`src/rtl/core/tsct_pkg.sv`:
```
// ---------------------------------------------------------------------------
// Sine, cosine and tangent unit package
// Shared types, function codes, phase constants and the half-wave table.
// ---------------------------------------------------------------------------
`default_nettype none

package tsct_pkg;

  typedef enum logic [1:0] {
    FN_SIN = 2'd0,
    FN_COS = 2'd1,
    FN_TAN = 2'd2
  } tsct_func_e;

  typedef struct packed {
    logic [1:0]          req_type;
    logic signed [31:0]  angle;
  } tsct_req_t;

  typedef struct packed {
    logic signed [31:0]  value;
    logic                status;
  } tsct_rsp_t;

  typedef struct packed {
    logic [1:0]  req_type;
    logic [23:0] phase;
  } tsct_item_t;

  localparam logic [31:0] INV_PI_Q32   = 32'd1367130551;
  localparam logic [15:0] INV_PI_LO    = INV_PI_Q32[15:0];
  localparam logic [15:0] INV_PI_HI    = INV_PI_Q32[31:16];
  localparam logic [23:0] QUARTER_TURN = 24'h40_0000;
  // Division by the table scale is a shift by nine, then a multiplication
  // by the reciprocal of 125 scaled by 2^31.
  localparam logic [24:0] RECIP_SCALE  = 25'd17179870;
  localparam logic [32:0] HALF_SCALE   = 33'd32000;
  localparam int unsigned DIV_STEPS    = 4;

  localparam logic [15:0] WAVE_TAB [129] = '{
    16'd0, 16'd1571, 16'd3140, 16'd4708, 16'd6273, 16'd7834, 16'd9391, 16'd10942,
    16'd12486, 16'd14022, 16'd15551, 16'd17070, 16'd18578, 16'd20076, 16'd21561,
    16'd23033, 16'd24492, 16'd25935, 16'd27364, 16'd28775, 16'd30169, 16'd31545,
    16'd32903, 16'd34240, 16'd35556, 16'd36852, 16'd38125, 16'd39375, 16'd40601,
    16'd41803, 16'd42980, 16'd44131, 16'd45255, 16'd46352, 16'd47421, 16'd48461,
    16'd49473, 16'd50454, 16'd51405, 16'd52325, 16'd53214, 16'd54071, 16'd54895,
    16'd55686, 16'd56443, 16'd57166, 16'd57855, 16'd58509, 16'd59128, 16'd59712,
    16'd60259, 16'd60770, 16'd61244, 16'd61682, 16'd62082, 16'd62445, 16'd62770,
    16'd63058, 16'd63307, 16'd63519, 16'd63692, 16'd63827, 16'd63923, 16'd63981,
    16'd64000, 16'd63981, 16'd63923, 16'd63827, 16'd63692, 16'd63519, 16'd63307,
    16'd63058, 16'd62770, 16'd62445, 16'd62082, 16'd61682, 16'd61244, 16'd60770,
    16'd60259, 16'd59712, 16'd59128, 16'd58509, 16'd57855, 16'd57166, 16'd56443,
    16'd55686, 16'd54895, 16'd54071, 16'd53214, 16'd52325, 16'd51405, 16'd50454,
    16'd49473, 16'd48461, 16'd47421, 16'd46352, 16'd45255, 16'd44131, 16'd42980,
    16'd41803, 16'd40601, 16'd39375, 16'd38125, 16'd36852, 16'd35556, 16'd34240,
    16'd32903, 16'd31545, 16'd30169, 16'd28775, 16'd27364, 16'd25935, 16'd24492,
    16'd23033, 16'd21561, 16'd20076, 16'd18578, 16'd17070, 16'd15551, 16'd14022,
    16'd12486, 16'd10942, 16'd9391, 16'd7834, 16'd6273, 16'd4708, 16'd3140,
    16'd1571, 16'd0
  };

endpackage

`default_nettype wire

```
`src/rtl/core/tsct_front.sv`:
```
// ---------------------------------------------------------------------------
// Front end
// Accepts requests and converts the angle to a 24-bit full-turn phase.
// ---------------------------------------------------------------------------
`default_nettype none

module tsct_front (
  input  wire logic                clk_i,
  input  wire logic                rst_ni,
  input  wire logic                in_valid_i,
  output logic                     in_ready_o,
  input  wire tsct_pkg::tsct_req_t in_data_i,
  output logic                     push_valid_o,
  input  wire logic                push_ready_i,
  output tsct_pkg::tsct_item_t     push_data_o
);
  import tsct_pkg::*;

  logic               a_valid_q;
  logic [48:0]        p0_q;
  logic [32:0]        p1_q;
  logic [1:0]         sel_q;
  logic signed [48:0] p0_d;
  logic signed [48:0] p1_d;
  logic [48:0]        prod;

  assign in_ready_o = !a_valid_q || push_ready_i;
  assign p0_d = in_data_i.angle * $signed({1'b0, INV_PI_LO});
  assign p1_d = in_data_i.angle * $signed({1'b0, INV_PI_HI});

  always_ff @(posedge clk_i or negedge rst_ni) begin
    if (!rst_ni) begin
      a_valid_q <= 1'b0;
    end else if (in_ready_o) begin
      a_valid_q <= in_valid_i;
    end
  end

  always_ff @(posedge clk_i) begin
    if (in_ready_o && in_valid_i) begin
      p0_q  <= p0_d;
      p1_q  <= p1_d[32:0];
      sel_q <= in_data_i.req_type;
    end
  end

  assign prod = p0_q + {p1_q, 16'b0};
  assign push_valid_o = a_valid_q;
  assign push_data_o.req_type = sel_q;
  assign push_data_o.phase = prod[48:25];

endmodule

`default_nettype wire

```
`config.mk`:
```
export PLATFORM = sky130hd
export DESIGN_NAME = tsct_front
export DESIGN_NICKNAME = d
export VERILOG_FILES = /design/src/rtl/core/tsct_pkg.sv /design/src/rtl/core/tsct_front.sv
export SDC_FILE = /design/constraint.sdc
export NUM_CORES = 1
export LEC_CHECK = 0
export BUFFER_PORTS_ARGS = -buffer_cell sky130_fd_sc_hd__buf_2
export CORE_ASPECT_RATIO = 1.25
export CORE_MARGIN = 4
export CORE_UTILIZATION = 70
export DETAILED_ROUTE_END_ITERATION = 10
export PLACE_DENSITY = 0.89
export SYNTH_ARGS = -nofsm -noshare
export SYNTH_HDL_FRONTEND = slang
export SYNTH_SLANG_ARGS = --single-unit
```
`constraint.sdc`:
```
create_clock -name clk_i -period 6.3 [get_ports clk_i]
set_input_delay 0.63 -clock clk_i [delete_from_list [all_inputs] [get_ports clk_i]]
set_output_delay 0.63 -clock clk_i [all_outputs]
set_load 0.1 [all_outputs]
```
==> metrics.md <==
| Metric | Value |
|---|---|
| Most common cell after layout, fill and taps aside | `inv_1` |
| Row cnt | `65` |
| Hold WC Path Type | `in -> async` |
| Worst-path clk slew | `0.06 ns` |
| IO Pins | `66` |
| Number of buffers inserted by port buffering | `65` |
| Critical path's largest stage delay | `0.54 ns` |
| Maxcap violations | `0` |
| Initial Util | `0.708` |
| Die X | `151 µm` |
| Die Y | `186 µm` |
| Via Count | `12,200` |
| First-pass GRT wire length | `68,700 µm` |
| Worst path most repeated cell | `fa_1` |
| Share of layout cells above drive strength 1 | `0.0845` |
| Max Slew Vio Count | `0` |
| Clk_skew | `0.00773 ns` |
| Core area | `25,200 µm²` |
| First DRT Iteration DRCs | `475` |
| Clk sink count | `65` |
| Post-layout min period | `5.97 ns` |
| Routed wire length | `41,700 µm` |
| CP max stage cell | `fa_1` |
| Fin. Hold Viols | `0` |
| Antenna-violating nets left | `0` |
| DRC viols | `0` |
| Final nets | `2,526` |
| Initial antenna violation count | `0` |
| Syn nets | `2,405` |
| Worst setup slack after layout | `0.329 ns` |
| CTS Buffer Depth | `2` |
| GRT Overall Usage | `0.313` |
| Most frequent cells in the layout | `495 x inv_1, 353 x fa_1, 317 x ha_1` |
| Yosys reg bits | `65` |
| Top_reg_cell synth | `edfxtp_1` |
| Layout Cells excl Fill | `2,158` |
| Critical Path End Type | `register` |
| Max frequency | `167 MHz` |
| CP Launch Type | `primary input` |
| Largest net degree at the start of global routing | `52` |
| Worst-Skew Late Latency | `0.33 ns` |
| Crit share post-route | `0.948` |
| Diode count | `0` |
| DP HPWL | `37,600 µm` |
| CTS buffer count | `9` |
| Routability cong. | `0.957` |
| Pre-CTS WS | `0.0334 ns` |
| TritonCTS clock tree | `yes` |
| Vias in the first global route | `14,000` |
| Critical path's top delay family | `adder cells` |
| Fill count | `1,649` |
| DR pass1 iterations | `7` |
| Drt via density | `5.64` |
| Syn Inst Count | `1,697` |
| Worst Max-Slew Pin Slew | `0.648 ns` |
| Crit path DAT | `6.04 ns` |
| Ys Warns | `0` |
| Buf/Inv on CP | `3` |
| Post-cts sizing count | `0` |
| Layout Area Growth over Synthesis | `7.83%` |
| Average cell area after synthesis | `10.5 µm²` |
| Status | `completed` |
| Crit path required time | `6.37 ns` |
| Unrepaired setup endpoints after global routing | `no` |
| Post-synth EDFFs | `64` |
| DIE AREA | `28,100 µm²` |
| CP Max Fanout | `11` |
| Critical path depth | `20` |
| R2R depth | `3` |
| Post-synthesis sequential area ratio | `0.109` |
| Slew headroom | `0.568` |
| Post-synth cell types | `58` |
| Type of the worst setup path | `in -> reg` |
| Ys async rst share | `0.0154` |
| CP cell instances | `buf_2 > ha_1 > fa_1 > ha_1 > inv_1 > fa_1 > inv_1 > fa_1 > fa_1 > ha_1 > and4_1 > and3_1 > a21oi_1 > nand3_2 > a21oi_4 > o21ai_0 > and2_1 > a21oi_1 > o21ai_0 > xor2_1` |
| CTS Hold Buffers Added | `0` |
| Final Util | `0.763` |
| Post-Syn Area | `17,800 µm²` |
| Grt ovf | `0` |
| Root buffer cell | `clkbuf_16` |
| Setup violations, final | `0` |
| Maximum level of the CTS H-tree | `3` |
| WL per Instance | `19.3 µm` |
| Cells after DPL | `2,142` |
| Post-CTS setup buffers | `0` |
| Setup TNS | `0 ns` |
[sequential cells by signal, indices dropped and copies added, names as in the netlist]
signal and count:
push_valid_o 1, sel_q 2, p0_q 33, p1_q 29
[path summary, 6_finish.rpt]
path	from	to	slack (ns)
max	in_data_i[8]	p0_q[42]	0.33
min	rst_ni	push_valid_o	0.07
max reg2reg	push_valid_o	p0_q[32]	4.46
min reg2reg	push_valid_o	push_valid_o	0.54
max in group asynchronous	rst_ni	push_valid_o	6.14
min in group clk_i	in_data_i[33]	sel_q[1]	0.48
[cell families after synthesis]
family,Yosys count,share of synthesized area
and+or+nand+nor,176,0.0482
xor gates and xnor gates,104,0.0511
DFF,65,0.109
adders and majority gates,670,0.618
AOI/OAI and AO/OA,183,0.0683
buffers and inverters,499,0.105
[stage by stage]
stage	area [µm²]	hold WS, ns
finish	19200	0.0719
global route	19200	0.0606
CTS	19200	0.0675
detailed placement	18900	0.409
global placement	18900	0.405
floorplan	17800	0.334
[synth_stat cells, types with 3 or more instances]
master    number  area share
a211o_1        3      0.0015
a211oi_1       5      0.0021
a211oi_2       3      0.0021
a21o_1        24       0.010
a21oi_1       57       0.016
a31oi_1        4      0.0014
and2_1         5      0.0018
and3_1         7      0.0025
clkbuf_1       3     0.00063
edfxtp_1      64        0.11
fa_1         353        0.40
ha_1         317        0.22
inv_1        495        0.10
nand2_1       39      0.0082
nand2b_1       9      0.0032
nand3_1       10      0.0028
nand3b_1       3      0.0013
nand4_1        6      0.0021
nor2_1        55       0.012
nor2b_1       12      0.0042
nor3_1        13      0.0036
o211ai_1       6      0.0025
o21a_1        11      0.0046
o21ai_0       37       0.010
o21ai_1        3     0.00084
o21bai_1       5      0.0021
or2_2          7      0.0025
or3_1          3      0.0011
xnor2_1       77       0.038
xor2_1        27       0.013
[routing by layer]
metal / GRT usage / wire length [µm] / vias up
met1: 0.346 / 14500 / 6180
met5: 0 / 0 / -
li1: - / - / 5519
met3: 0.0369 / 1380 / 153
met4: 0.164 / 2750 / 0
met2: 0.576 / 23100 / 327
[layout make-up]
type                            instances  area [µm²]  area share
Timing Repair Buffer                  114         693      0.0360
Multi-Input combinational cell       1133       14000       0.729
Inverter                              495        1860      0.0966
Clock inverter                          7        73.8     0.00384
Sequential cell                        65        1950       0.101
Clock buffer                            9         225      0.0117
Tap cell                              335         419      0.0218
[worst reg2reg max path: stages, from the launching register on]
cell and delay, ns:
dfrtp_1 0.38, nand2b_1 0.10, and2_2 0.37, buf_4 0.61
Power is not shown: default switching activity piles up to over one toggle a cycle in this logic, so the estimate is an artifact.
