**config.mk**
```make
export PLATFORM = sky130hd
export DESIGN_NAME = tsct_fifo
export DESIGN_NICKNAME = d
export VERILOG_FILES = /design/src/rtl/core/tsct_pkg.sv /design/src/rtl/core/tsct_fifo.sv
export SDC_FILE = /design/constraint.sdc
export NUM_CORES = 1
export LEC_CHECK = 0
export BUFFER_PORTS_ARGS = -buffer_cell sky130_fd_sc_hd__buf_2
export CAP_MARGIN = 20
export CELL_PAD_IN_SITES_DETAIL_PLACEMENT = 2
export CELL_PAD_IN_SITES_GLOBAL_PLACEMENT = 2
export CORE_ASPECT_RATIO = 1.1
export CORE_MARGIN = 2
export CORE_UTILIZATION = 40
export DETAILED_ROUTE_END_ITERATION = 10
export PLACE_DENSITY = 0.76
export SLEW_MARGIN = 20
export SYNTH_ARGS = -nofsm -noshare
export SYNTH_HDL_FRONTEND = slang
export SYNTH_SLANG_ARGS = --single-unit
```
**constraint.sdc**
```tcl
create_clock -name clk_i -period 2 [get_ports clk_i]
set_clock_uncertainty 0.1 [all_clocks]
set_input_delay 0.2 -clock clk_i [delete_from_list [all_inputs] [get_ports clk_i]]
set_output_delay 0.2 -clock clk_i [all_outputs]
set_load 0.02 [all_outputs]
```
**src/rtl/core/tsct_pkg.sv**
```systemverilog
// ---------------------------------------------------------------------------
// Sine, cosine and tangent unit package
// Shared types, function codes, phase constants and the half-wave table.
// ---------------------------------------------------------------------------
`default_nettype none

package tsct_pkg;

  typedef enum logic [1:0] {
    FN_SIN = 2'd0,
    FN_COS = 2'd1,
    FN_TAN = 2'd2
  } tsct_func_e;

  typedef struct packed {
    logic [1:0]          req_type;
    logic signed [31:0]  angle;
  } tsct_req_t;

  typedef struct packed {
    logic signed [31:0]  value;
    logic                status;
  } tsct_rsp_t;

  typedef struct packed {
    logic [1:0]  req_type;
    logic [23:0] phase;
  } tsct_item_t;

  localparam logic [31:0] INV_PI_Q32   = 32'd1367130551;
  localparam logic [15:0] INV_PI_LO    = INV_PI_Q32[15:0];
  localparam logic [15:0] INV_PI_HI    = INV_PI_Q32[31:16];
  localparam logic [23:0] QUARTER_TURN = 24'h40_0000;
  // Division by the table scale is a shift by nine, then a multiplication
  // by the reciprocal of 125 scaled by 2^31.
  localparam logic [24:0] RECIP_SCALE  = 25'd17179870;
  localparam logic [32:0] HALF_SCALE   = 33'd32000;
  localparam int unsigned DIV_STEPS    = 4;

  localparam logic [15:0] WAVE_TAB [129] = '{
    16'd0, 16'd1571, 16'd3140, 16'd4708, 16'd6273, 16'd7834, 16'd9391, 16'd10942,
    16'd12486, 16'd14022, 16'd15551, 16'd17070, 16'd18578, 16'd20076, 16'd21561,
    16'd23033, 16'd24492, 16'd25935, 16'd27364, 16'd28775, 16'd30169, 16'd31545,
    16'd32903, 16'd34240, 16'd35556, 16'd36852, 16'd38125, 16'd39375, 16'd40601,
    16'd41803, 16'd42980, 16'd44131, 16'd45255, 16'd46352, 16'd47421, 16'd48461,
    16'd49473, 16'd50454, 16'd51405, 16'd52325, 16'd53214, 16'd54071, 16'd54895,
    16'd55686, 16'd56443, 16'd57166, 16'd57855, 16'd58509, 16'd59128, 16'd59712,
    16'd60259, 16'd60770, 16'd61244, 16'd61682, 16'd62082, 16'd62445, 16'd62770,
    16'd63058, 16'd63307, 16'd63519, 16'd63692, 16'd63827, 16'd63923, 16'd63981,
    16'd64000, 16'd63981, 16'd63923, 16'd63827, 16'd63692, 16'd63519, 16'd63307,
    16'd63058, 16'd62770, 16'd62445, 16'd62082, 16'd61682, 16'd61244, 16'd60770,
    16'd60259, 16'd59712, 16'd59128, 16'd58509, 16'd57855, 16'd57166, 16'd56443,
    16'd55686, 16'd54895, 16'd54071, 16'd53214, 16'd52325, 16'd51405, 16'd50454,
    16'd49473, 16'd48461, 16'd47421, 16'd46352, 16'd45255, 16'd44131, 16'd42980,
    16'd41803, 16'd40601, 16'd39375, 16'd38125, 16'd36852, 16'd35556, 16'd34240,
    16'd32903, 16'd31545, 16'd30169, 16'd28775, 16'd27364, 16'd25935, 16'd24492,
    16'd23033, 16'd21561, 16'd20076, 16'd18578, 16'd17070, 16'd15551, 16'd14022,
    16'd12486, 16'd10942, 16'd9391, 16'd7834, 16'd6273, 16'd4708, 16'd3140,
    16'd1571, 16'd0
  };

endpackage

`default_nettype wire

```
**src/rtl/core/tsct_fifo.sv**
```systemverilog
// ---------------------------------------------------------------------------
// Item queue
// Short queue that decouples the front end from the back end.
// ---------------------------------------------------------------------------
`default_nettype none

module tsct_fifo #(
  parameter int unsigned DEPTH = 4
) (
  input  wire logic                 clk_i,
  input  wire logic                 rst_ni,
  input  wire logic                 push_valid_i,
  output logic                      push_ready_o,
  input  wire tsct_pkg::tsct_item_t push_data_i,
  output logic                      pop_valid_o,
  input  wire logic                 pop_ready_i,
  output tsct_pkg::tsct_item_t      pop_data_o
);
  import tsct_pkg::*;

  localparam int unsigned AW = (DEPTH > 1) ? $clog2(DEPTH) : 1;
  localparam int unsigned CW = $clog2(DEPTH + 1);

  tsct_item_t       mem_q [DEPTH];
  logic [AW-1:0]    wr_q, rd_q;
  logic [CW-1:0]    cnt_q;
  logic             push, pop;

  assign push_ready_o = cnt_q != CW'(DEPTH);
  assign pop_valid_o  = cnt_q != '0;
  assign push = push_valid_i && push_ready_o;
  assign pop  = pop_valid_o && pop_ready_i;
  assign pop_data_o = mem_q[rd_q];

  always_ff @(posedge clk_i or negedge rst_ni) begin
    if (!rst_ni) begin
      wr_q  <= '0;
      rd_q  <= '0;
      cnt_q <= '0;
    end else begin
      if (push) begin
        wr_q <= (wr_q == AW'(DEPTH - 1)) ? '0 : wr_q + AW'(1);
      end
      if (pop) begin
        rd_q <= (rd_q == AW'(DEPTH - 1)) ? '0 : rd_q + AW'(1);
      end
      if (push && !pop) begin
        cnt_q <= cnt_q + CW'(1);
      end else if (pop && !push) begin
        cnt_q <= cnt_q - CW'(1);
      end
    end
  end

  always_ff @(posedge clk_i) begin
    if (push) begin
      mem_q[wr_q] <= push_data_i;
    end
  end

  a_cnt_bound: assert property (@(posedge clk_i) disable iff (!rst_ni)
    cnt_q <= CW'(DEPTH)) else $error("queue count beyond depth");
  a_cnt_up: assert property (@(posedge clk_i) disable iff (!rst_ni)
    push && !pop |=> cnt_q == $past(cnt_q) + CW'(1)) else $error("queue count lost a push");
  a_cnt_down: assert property (@(posedge clk_i) disable iff (!rst_ni)
    pop && !push |=> cnt_q == $past(cnt_q) - CW'(1)) else $error("queue count lost a pop");

endmodule

`default_nettype wire

```
==> results of run 1 <==
-- layout make-up --
cell class	count	area, sq um
Clock buffer	9	225.2
Clock inverter	6	28.78
Fill cell	925	4790
Inverter	3	11.26
Multi-Input combinational cell	53	872.1
Sequential cell	111	3299
Tap cell	143	178.9
Timing Repair Buffer	107	939.7
-- worst paths after layout --
check	end	slack, ns	cells past startpoint
hold reg to reg	cnt_q[2]$_DFFE_PN0P_	0.49	2
max in group asynchronous	rd_q[0]$_DFFE_PN0P_	1.50	2
setup reg to reg	cnt_q[2]$_DFFE_PN0P_	0.04	8
hold / removal	rd_q[0]$_DFFE_PN0P_	0.12	2
min in group clk_i	cnt_q[0]$_DFFE_PN0P_	0.23	4
setup / recovery	pop_data_o[9]	-0.04	4
-- cells by family (layout without fill, tap and decap cells) --
family / Yosys count / in the layout / share of synthesized area [%]
adder cells (fa/ha/maj): 7 / 7 / 2.242
AO/OA/AOI/OAI: 1 / 1 / 0.2655
XOR/XNOR: 3 / 3 / 0.6196
flip-flops: 111 / 111 / 77.76
AND/OR/NAND/NOR: 11 / 11 / 1.445
buffers and inverters: 9 / 125 / 1.829
multiplexers: 31 / 31 / 15.84
-- state kept, by name, summed over array words and instances, names as in the netlist --
signal,flops
mem_q,104
wr_q,2
cnt_q,3
rd_q,2
-- stage by stage --
| step | hold slack, ns | util (%) | instances |
|---|---|---|---|
| finish | 0.1201 | 53.70 | 432 |
| global route | 0.1315 | 53.70 | 432 |
| CTS | 0.1145 | 53.19 | 431 |
| detailed placement | -0.04984 | 46.77 | 382 |
| global placement | -0.05442 | 46.77 | 382 |
| floorplan | -0.1956 | - | 173 |
-- critical path, delay by kind of cell (launching register included) --
family / cells / cell delay [ns]
mux: 1 / 0.53
flops: 1 / 0.44
buf+inv: 3 / 0.43
-- cells in the mapped netlist --
cell	count	area, sq um
a21boi_2	1	11.26
and2_1	4	25.02
buf_12	2	40.04
buf_2	3	15.01
buf_6	1	11.26
dfrtp_1	7	175.2
edfxtp_1	104	3123
fa_1	1	20.02
ha_1	6	75.07
inv_1	3	11.26
mux2_2	5	56.30
mux4_1	8	210.2
mux4_2	18	405.4
nand2_1	1	3.750
nand2_2	1	6.260
nor2_1	4	15.01
or3_4	1	11.26
xnor2_1	1	8.760
xor2_1	2	17.52
-- power groups by stage --
stage               clock network (mW)  registers [mW]  logic, mW
floorplan                            0            3.25       1.87
global placement                     0            3.25       2.72
detailed placement                   0            3.32       2.84
CTS                               1.61            3.28       3.31
global route                      1.70            3.33       3.70
finish                            1.59            3.29       3.45
-- repair_timing --
item	CTS	global route
hold buffers	27	0
pin swaps	3	0
endpoints found under the hold margin	111	0
setup buffers	5	1
setup endpoints to repair	13	25
gates resized for setup	22	20
gates cloned	2	0
-- routing by layer --
metal / vias to the layer above / track usage (%) / wire, um / part of all wire [%]
met1: 1150 / 22.63 / 3801 / 39
met3: 8 / 4.206 / 328 / 3.3
met4: 0 / 5.956 / 116 / 1.2
met2: 52 / 33.29 / 5571 / 57
met5: - / 0 / 0 / 0
li1: 940 / - / - / -
==> reports/results.ini, run 1 <==
[synthesis]
yosys_register_bits=111
netlist_area_sq_mm=0.004242
syn_avg_cell_area_sq_um=24.52
synth_warnings=0
synth_nets=210
syn_inst=173
ys_seq_area_share_pct=77.76
ys_types=19

[critical_path]
critical_path_class=reg -> out
cp.required_ns=1.70
crit_path_start_kind=register
worst-path-max-fanout=6
max_stage_delay_ns=0.53
endpoint_kind=output pin
path_cells=buf_12 -> buf_16 -> mux4_2 -> buf_6
worstPathArrival_ns=1.74
crit_start=rd_q[0]$_DFFE_PN0P_
cpMaxStageDelayCell=mux4_2
reg2reg_from=cnt_q[1]$_DFFE_PN0P_

[grt]
antenna_found_initial=0
grt_pass1_vias=2505
gr-total-overflow=0
grt_max_degree=27
grt_pass1_wl_mm=15.17
grtUsageTotal_pct=18.81

[run]
maxCapViolations=0

[placed_design]
place.gp.congestion=0.6249
dp_slack_ns=0.007804
dpl.hpwl_mm=5.923
port_buffers=57
place_area_sq_mm=0.004838

[floorplanning]
initial_core_util_pct=41.00
dieArea_sq_mm=0.01144
rows=39
die_y_um=112
core_area_sq_mm=0.01034
chipWidth_um=102.2
io-pin-count=58

[clock_network]
htree_levels=3
clkTransAtPathRegs_ns=0.07
clk_latency_ns=0.34
cts-buffers-inserted=9
cts-root-buf=clkbuf_16
cts_sinks=111
cts_tree=built
cts_buffer_depth=2

[drt]
drt_wl_total_mm=9.816
drtAntennaViolNets=0
drtIter0Drc=95
post_drt_wl_per_cell_um=22.72
drcViolationCount=0
via_per_inst=4.977
first_pass_iters=4
via_count=2150

[finish]
fin_area_sq_mm=0.005555
finalNetCount=322
drive_above_1_share_pct=45.33
antenna_cells=0
area_growth_pct=30.97
final_cell_mix=edfxtp_1 (104), buf_2 (41), dlygate4sd3_1 (27)
final_common_cell=edfxtp_1

[power_and_ir_drop]
pwr-share-clk_pct=19.1
ir_drop_v=0.0006058
p_comb_share_pct=41.5
total_power_mw=8.327
p_sw_share_pct=32.27
power.leakage_nw=1.985
power_density_mw_per_mm2=1499
power_switching_mw=2.687
power_frac_seq_pct=39.5
p_int_mw=5.640

[sta]
slew_headroom_pct=82.81
setup-violations-final=8
post-route-period-util_pct=102.2
period_minus_slack_ns=2.044
setup_ws_ns=-0.04350
setup_tns_ns=-0.1050
rsz0062_at_grt=true
hold_violations=0
slew_viol_final=0
fmax_ghz=0.4894
tightest_slew_ns=0.2579

[status]
status=finished, violations left
violations=setup timing

[hold_path]
hp-class=in -> async

(Power assumes the default switching activity.)
==> run 2: changes to the inputs <==
--- a/config.mk
+++ b/config.mk
@@ -5,15 +5,17 @@
 export SDC_FILE = /design/constraint.sdc
 export NUM_CORES = 1
 export LEC_CHECK = 0
+export ABC_AREA = 1
 export BUFFER_PORTS_ARGS = -buffer_cell sky130_fd_sc_hd__buf_2
 export CAP_MARGIN = 20
 export CELL_PAD_IN_SITES_DETAIL_PLACEMENT = 2
 export CELL_PAD_IN_SITES_GLOBAL_PLACEMENT = 2
 export CORE_ASPECT_RATIO = 1.1
 export CORE_MARGIN = 2
-export CORE_UTILIZATION = 40
+export CORE_UTILIZATION = 36
+export CTS_CLUSTER_DIAMETER = 200
 export DETAILED_ROUTE_END_ITERATION = 10
-export PLACE_DENSITY = 0.76
+export PLACE_DENSITY = 0.77
 export SLEW_MARGIN = 20
 export SYNTH_ARGS = -nofsm -noshare
 export SYNTH_HDL_FRONTEND = slang
==> reports/results.ini, run 2 <==
[grt]
gr-total-overflow=0  ; unchanged
grt_use_met2_pct=33.43  ; was 33.29%
use_met3_pct=4.136  ; was 4.206%
grt_pass1_vias=3396  ; was 2505
grtUsageTotal_pct=17.74  ; was 18.81%
grt.met1_usage_pct=20.43  ; was 22.63%
antenna_found_initial=0  ; unchanged
grt_max_degree=40  ; was 27
grt_pass1_wl_mm=18.51  ; was 15.17 mm
busiest_layer=met2  ; unchanged

[critical_path]
crit_start=rd_q[0]$_DFFE_PN0P_  ; unchanged
crit_path_start_kind=register  ; unchanged
critPathTopFamily=flip-flops  ; was multiplexers
critical_path_class=reg -> out  ; unchanged
reg2reg_from=cnt_q[0]$_DFFE_PN0P_  ; was cnt_q[1]$_DFFE_PN0P_
worst-path-max-fanout=39  ; was 6
cp.required_ns=1.70  ; about the same
max_stage_delay_ns=0.56  ; was 0.53 ns
critical_path_buf_inv_count=2  ; was 3
cpMaxStageDelayCell=dfrtp_4  ; was mux4_2
endpoint_kind=output pin  ; unchanged
path_cells=buf_12 -> o211ai_1 -> nand2_1 -> buf_2  ; was buf_12 -> buf_16 -> mux4_2 -> buf_6
worstPathArrival_ns=1.62  ; was 1.74 ns

[finish]
utilization_pct=45.99  ; was 53.70%
drive_above_1_share_pct=26.09  ; was 45.33%
area_growth_pct=24.35  ; was 30.97%
final_common_cell=edfxtp_1  ; unchanged
antenna_cells=0  ; unchanged
reg_top3=mem_q (104), cnt_q (3)  ; unchanged
largest_reg_flops=104  ; unchanged
finalNetCount=493  ; was 322
top_register=mem_q  ; unchanged
stdcell_count=617  ; was 432
fillCellCount=1264  ; was 925
final_cell_mix=edfxtp_1 (104), nand2_1 (91), inv_1 (63)  ; was edfxtp_1 (104), buf_2 (41), dlygate4sd3_1 (27)

[drt]
via_per_inst=4.893  ; was 4.977
drtIter0Drc=140  ; was 95
via_count=3019  ; was 2150
post_drt_wl_per_cell_um=18.63  ; was 22.72 um
first_pass_iters=7  ; was 4
drt_wl_total_mm=11.49  ; was 9.816 mm
drtAntennaViolNets=0  ; unchanged
drcViolationCount=3  ; was 0

[floorplanning]
chipWidth_um=112.9  ; was 102.2 um
initial_core_util_pct=36.98  ; was 41.00%
io-pin-count=58  ; unchanged
die_y_um=123.8  ; was 112 um
dieArea_sq_mm=0.01397  ; was 0.01144 sq mm
rows=43  ; was 39
core_area_sq_mm=0.01270  ; was 0.01034 sq mm

[clock_network]
cts_tree=built  ; unchanged
cts_buffer_depth=2  ; unchanged
cts-root-buf=clkbuf_16  ; unchanged
clk_latency_ns=0.34  ; about the same
clkTransAtPathRegs_ns=0.07  ; about the same
cts_sinks=111  ; unchanged
cts-buffers-inserted=9  ; unchanged
htree_levels=3  ; unchanged

[synthesis]
synth_nets=399  ; was 210
netlist_area_sq_mm=0.004696  ; was 0.004242 sq mm
synth_top_flop_cell=edfxtp_1  ; unchanged
ys_seq_area_share_pct=70.24  ; was 77.76%
postSynth.asyncResetShare_pct=6.306  ; unchanged
synth_top_area_share_pct=66.51  ; was 73.63%
syn_avg_cell_area_sq_um=12.97  ; was 24.52 sq um
synth.top_cells.by_count=edfxtp_1 (104), nand2_1 (93), inv_1 (64), o211ai_1 (32), o211ai_2 (20)  ; was edfxtp_1 (104), mux4_2 (18), mux4_1 (8), dfrtp_1 (7), ha_1 (6)
post-synth-top-count-cell=edfxtp_1  ; unchanged
synth_area_leaders=edfxtp_1 (67%), nand2_1 (7.4%), o211ai_2 (5.3%), inv_1 (5.1%), o211ai_1 (5.1%)  ; was edfxtp_1 (74%), mux4_2 (9.6%), mux4_1 (5.0%), dfrtp_1 (4.1%), ha_1 (1.8%)
yosysTopAreaCell=edfxtp_1  ; unchanged
synth_warnings=0  ; unchanged
syn_inst=362  ; was 173
yosys_register_bits=111  ; unchanged
synth-edff-count=104  ; unchanged
ys_types=17  ; was 19

[hold_path]
hp-class=in -> reg  ; was in -> async
hold_path_startpoint=push_data_i[12]

[power_and_ir_drop]
power_frac_seq_pct=38.3  ; was 39.5%
p_sw_share_pct=38.78  ; was 32.27%
ir_drop_v=0.0005241  ; was 0.0006058 V
power_switching_mw=3.351  ; was 2.687 mW
pwr-share-clk_pct=20.0  ; was 19.1%
power.leakage_nw=2.385  ; was 1.985 nW
total_power_mw=8.641  ; was 8.327 mW
p_comb_share_pct=41.7  ; was 41.5%
power_density_mw_per_mm2=1480  ; was 1499 mW/mm^2
p_int_mw=5.290  ; was 5.640 mW

[sta]
post-route-period-util_pct=96.01  ; was 102.2%
hold_violations=0  ; unchanged
setup_ws_ns=0.07975  ; was -0.04350 ns
fmax_ghz=0.5208  ; was 0.4894 GHz
slew_viol_final=0  ; unchanged
slew_headroom_pct=81.47  ; was 82.81%
tightest_slew_ns=0.2780  ; was 0.2579 ns
rsz0062_at_grt=false  ; was true
period_minus_slack_ns=1.920  ; was 2.044 ns
setup_tns_ns=0  ; was -0.1050 ns
setup-violations-final=0  ; was 8

[status]
violations=DRC  ; was setup timing
status=finished, violations left  ; unchanged

[placed_design]
dp_slack_ns=0.02336  ; was 0.007804 ns
place.gp.congestion=0.7245  ; was 0.6249
dpl.hpwl_mm=7.495  ; was 5.923 mm
port_buffers=57  ; unchanged
dpl.cell_count=573  ; was 382

[run]
maxCapViolations=0  ; unchanged

==> run 2: cell families (layout without fill, tap and decap cells) <==
family / Yosys count / after routing / synth area share (%)
flops: 111 / 111 / 70.24
simple gates: 107 / 107 / 8.793
buf+inv: 83 / 181 / 8.207
compound gates: 53 / 53 / 10.55
fa+ha+maj: 7 / 7 / 2.025
xor+xnor: 1 / 1 / 0.1866
==> run 2: cell type report <==
class	instances	area (sq um)	share of cell area (%)
flip-flops and latches	111	3303	56.57
multi-input cells	168	1065	18.23
repair buffers	100	748.2	12.81
inverters	66	247.7	4.243
clock buffers	10	229.0	3.921
well taps	157	196.4	3.364
clock inverters	5	50.05	0.8571
==> run 2: per-stage QoR <==
| step | area [sq um] | hold slack, ns |
|---|---|---|
| global route | 5839 | 0.001849 |
| finish | 5839 | 0.01138 |
| global placement | 5236 | -0.04881 |
| CTS | 5821 | 0.0001696 |
| floorplan | 4713 | -0.1956 |
| detailed placement | 5236 | -0.04386 |
==> run 2: power groups by stage <==
stage	logic (mW)	registers [mW]	clock network, mW
after floorplan	2.38	3.25	0
after global placement	3.28	3.32	0
after detailed placement	3.41	3.37	0
after CTS	3.65	3.31	1.77
after global routing	3.99	3.36	1.87
final	3.60	3.31	1.73
==> run 2: path summary, 6_finish.rpt <==
kind,endpoint,slack [ns],depth (start not counted)
worst max-delay path,pop_data_o[18],0.08,4
worst min-delay path,mem_q[1][12]$_DFFE_PP_,0.01,1
worst max register to register,cnt_q[1]$_DFFE_PN0P_,0.14,9
worst min register to register,cnt_q[0]$_DFFE_PN0P_,0.42,1
max in group asynchronous,cnt_q[0]$_DFFE_PN0P_,1.49,2
min in group asynchronous,rd_q[0]$_DFFE_PN0P_,0.12,2
==> run 2: timing repair <==
action,CTS,global route
pin swaps,0,2
setup endpoints to repair,5,2
buffers inserted,2,1
resized for setup,3,4
hold buffers,25,0
gates cloned,1,0
endpoints found under the hold margin,103,0
==> run 2: worst register-to-register path, stage by stage (launching register included) <==
cell and delay (ns):
dfrtp_2 0.44, inv_2 0.10, nand3_2 0.13, nand2_2 0.10
inv_1 0.04, ha_1 0.20, inv_1 0.09, fa_1 0.41
nand2_1 0.07, o21ai_0 0.07
==> run 2: metal layers <==
metal | vias to the layer above | share of wire, % | routed length (um)
li1 | 1423 | - | -
met1 | 1547 | 41 | 4755
met2 | 43 | 55 | 6352
met3 | 6 | 2.6 | 304
met4 | 0 | 0.71 | 82
met5 | - | 0 | 0
==> run 3: changes to the inputs <==
--- a/config.mk
+++ b/config.mk
@@ -8,14 +8,14 @@
 export ABC_AREA = 1
 export BUFFER_PORTS_ARGS = -buffer_cell sky130_fd_sc_hd__buf_2
 export CAP_MARGIN = 20
-export CELL_PAD_IN_SITES_DETAIL_PLACEMENT = 2
-export CELL_PAD_IN_SITES_GLOBAL_PLACEMENT = 2
+export CELL_PAD_IN_SITES_DETAIL_PLACEMENT = 1
+export CELL_PAD_IN_SITES_GLOBAL_PLACEMENT = 1
 export CORE_ASPECT_RATIO = 1.1
-export CORE_MARGIN = 2
-export CORE_UTILIZATION = 36
+export CORE_MARGIN = 4
+export CORE_UTILIZATION = 42
 export CTS_CLUSTER_DIAMETER = 200
 export DETAILED_ROUTE_END_ITERATION = 10
-export PLACE_DENSITY = 0.77
+export PLACE_DENSITY = 0.76
 export SLEW_MARGIN = 20
 export SYNTH_ARGS = -nofsm -noshare
 export SYNTH_HDL_FRONTEND = slang
==> reports/results.ini, run 3 (synthesized netlist as in run 2, its figures left out) <==
[clock_network]
cts-buffers-inserted=9  ; unchanged
htree_levels=3  ; unchanged
cts_buffer_depth=2  ; unchanged
cts_sinks=111  ; unchanged
clk_latency_ns=0.35  ; was 0.34 ns
cts_tree=built  ; unchanged
cts-root-buf=clkbuf_16  ; unchanged
clkTransAtPathRegs_ns=0.07  ; about the same

[critical_path]
critPathTopFamily=adder cells  ; was flip-flops
path_cells=inv_2 -> nand3_2 -> nand2_2 -> ha_2 -> inv_1 -> fa_1 -> inv_1 -> nand2_1 -> nand4_1 -> nand2_1  ; was buf_12 -> o211ai_1 -> nand2_1 -> buf_2
worst-path-max-fanout=4  ; was 39
critical_path_class=reg -> reg  ; was reg -> out
cpMaxStageDelayCell=dfrtp_1  ; was dfrtp_4
max_stage_delay_ns=0.42  ; was 0.56 ns
worstPathArrival_ns=2.04  ; was 1.62 ns
endpoint_kind=register  ; was output pin
crit_path_start_kind=register  ; unchanged
critical_path_buf_inv_count=3  ; was 2
cp.required_ns=2.14  ; was 1.70 ns

[floorplanning]
dieArea_sq_mm=0.01294  ; was 0.01397 sq mm
die_y_um=118.9  ; was 123.8 um
chipWidth_um=108.8  ; was 112.9 um
rows=40  ; was 43
io-pin-count=58  ; unchanged
core_area_sq_mm=0.01091  ; was 0.01270 sq mm
initial_core_util_pct=43.04  ; was 36.98%

[finish]
area_growth_pct=24.65  ; was 24.35%
register_area_sq_mm=0.003303  ; unchanged
final_common_cell=edfxtp_1  ; unchanged
antenna_cells=0  ; unchanged
largest_reg_flops=104  ; unchanged
final_cell_mix=edfxtp_1 (104), nand2_1 (91), inv_1 (62)  ; was edfxtp_1 (104), nand2_1 (91), inv_1 (63)
stdcell_count=611  ; was 617
finalNetCount=497  ; was 493
top_register=mem_q  ; unchanged
fillCellCount=1141  ; was 1264
fin_area_sq_mm=0.005853  ; was 0.005839 sq mm
multi_input_area_sq_mm=0.001060  ; was 0.001065 sq mm
drive_above_1_share_pct=26.94  ; was 26.09%
reg_top3=mem_q (104), cnt_q (3)  ; unchanged

[sta]
hold_violations=0  ; unchanged
slew_headroom_pct=76.72  ; was 81.47%
tightest_slew_ns=0.3492  ; was 0.2780 ns
setup-violations-final=0  ; unchanged
fmax_ghz=0.5261  ; was 0.5208 GHz
period_minus_slack_ns=1.901  ; was 1.920 ns
post-route-period-util_pct=95.04  ; was 96.01%
slew_viol_final=0  ; unchanged

[grt]
grt_pass1_wl_mm=16.50  ; was 18.51 mm
grt_pass1_vias=3242  ; was 3396
grt_max_degree=42  ; was 40
gr-total-overflow=0  ; unchanged
antenna_found_initial=0  ; unchanged
grtUsageTotal_pct=16.73  ; was 17.74%

[power_and_ir_drop]
power.leakage_nw=2.395  ; was 2.385 nW
ir_drop_v=0.0007125  ; was 0.0005241 V
power_density_mw_per_mm2=1445  ; was 1480 mW/mm^2

[drt]
drtIter0Drc=143  ; was 140
first_pass_iters=4  ; was 7
drtAntennaViolNets=0  ; unchanged
post_drt_wl_per_cell_um=16.51  ; was 18.63 um
via_count=2977  ; was 3019
via_per_inst=4.872  ; was 4.893
drcViolationCount=0  ; was 3
drt_wl_total_mm=10.09  ; was 11.49 mm

[placed_design]
place_area_sq_mm=0.005254  ; was 0.005236 sq mm
place.gp.congestion=0.7910  ; was 0.7245
dpl.hpwl_mm=6.364  ; was 7.495 mm
dpl.cell_count=562  ; was 573
port_buffers=57  ; unchanged

[hold_path]
hp-class=in -> reg  ; unchanged

[run]
maxCapViolations=0  ; unchanged

[status]
status=finished, final reports clean  ; was finished, violations left

==> run 3: cell count changes in the layout (fill, tap and decap cells not counted), moves of 2 or more <==
cell           change
buf_12             +4
buf_16             -2
buf_4              -2
dlygate4sd3_1      +2
==> run 3: worst paths after layout <==
kind	from	to	cells after the start	slack, ns
worst min-delay path	push_valid_i	wr_q[0]$_DFFE_PN0P_	3	0.04
min in group asynchronous	rst_ni	cnt_q[2]$_DFFE_PN0P_	2	0.11
max in group asynchronous	rst_ni	rd_q[0]$_DFFE_PN0P_	2	1.51
worst min register to register	wr_q[0]$_DFFE_PN0P_	wr_q[0]$_DFFE_PN0P_	2	0.48
worst max-delay path	cnt_q[2]$_DFFE_PN0P_	cnt_q[2]$_DFFE_PN0P_	10	0.1
worst max register to register	cnt_q[2]$_DFFE_PN0P_	cnt_q[2]$_DFFE_PN0P_	10	0.1
==> run 3: area by class of cell <==
cell class	count	share of cell area [%]
inverters	66	4.254
multi-input cells	168	18.11
clock buffers	9	3.848
flip-flops and latches	111	56.43
well taps	147	3.142
repair buffers	104	13.57
clock inverters	6	0.6413
==> run 3: timing repair <==
action | in CTS | in global routing
gates cloned | 0 | 0
pin swaps | 0 | 0
endpoints found under the setup margin | 8 | 7
resized for setup | 0 | 7
endpoints found under the hold margin | 111 | 0
buffers inserted | 1 | 6
hold buffers | 27 | 0
==> run 3: power breakdown <==
part / switching (mW) / internal, mW / total, mW
clock: 0.764 / 0.833 / 1.60
combinational: 2.30 / 1.29 / 3.59
sequential: 0.198 / 3.07 / 3.27
total: 3.26 / 5.20 / 8.46
==> run 3: stage by stage <==
step / TNS [ns] / setup slack (ns) / utilization [%] / hold slack, ns / power, mW
floorplan: 0 / 0.05156 / - / -0.1956 / 5.623
global placement: 0 / 0.1718 / 48.15 / -0.06177 / 6.622
detailed placement: 0 / 0.02059 / 48.15 / -0.05588 / 6.798
CTS: 0 / 0.003816 / 53.14 / 0.02374 / 8.493
global route: -0.02792 / -0.02792 / 53.65 / 0.04900 / 9.057
finish: 0 / 0.09925 / 53.65 / 0.04144 / 8.456
==> run 3: routing by layer <==
| layer | part of all wire (%) | vias up | global-route usage (%) |
|---|---|---|---|
| li1 | - | 1436 | - |
| met1 | 41 | 1479 | 19.54 |
| met2 | 54 | 51 | 30.22 |
| met3 | 3.8 | 11 | 4.065 |
| met4 | 1.2 | 0 | 4.657 |
| met5 | 0 | - | 0 |
==> run 3: worst reg2reg max path, delay by kind of cell (launching register included) <==
family | cells | cell delay [ns]
adders and majority gates | 2 | 0.58
and+or+nand+nor | 5 | 0.46
DFF | 1 | 0.42
buffers and inverters | 3 | 0.22
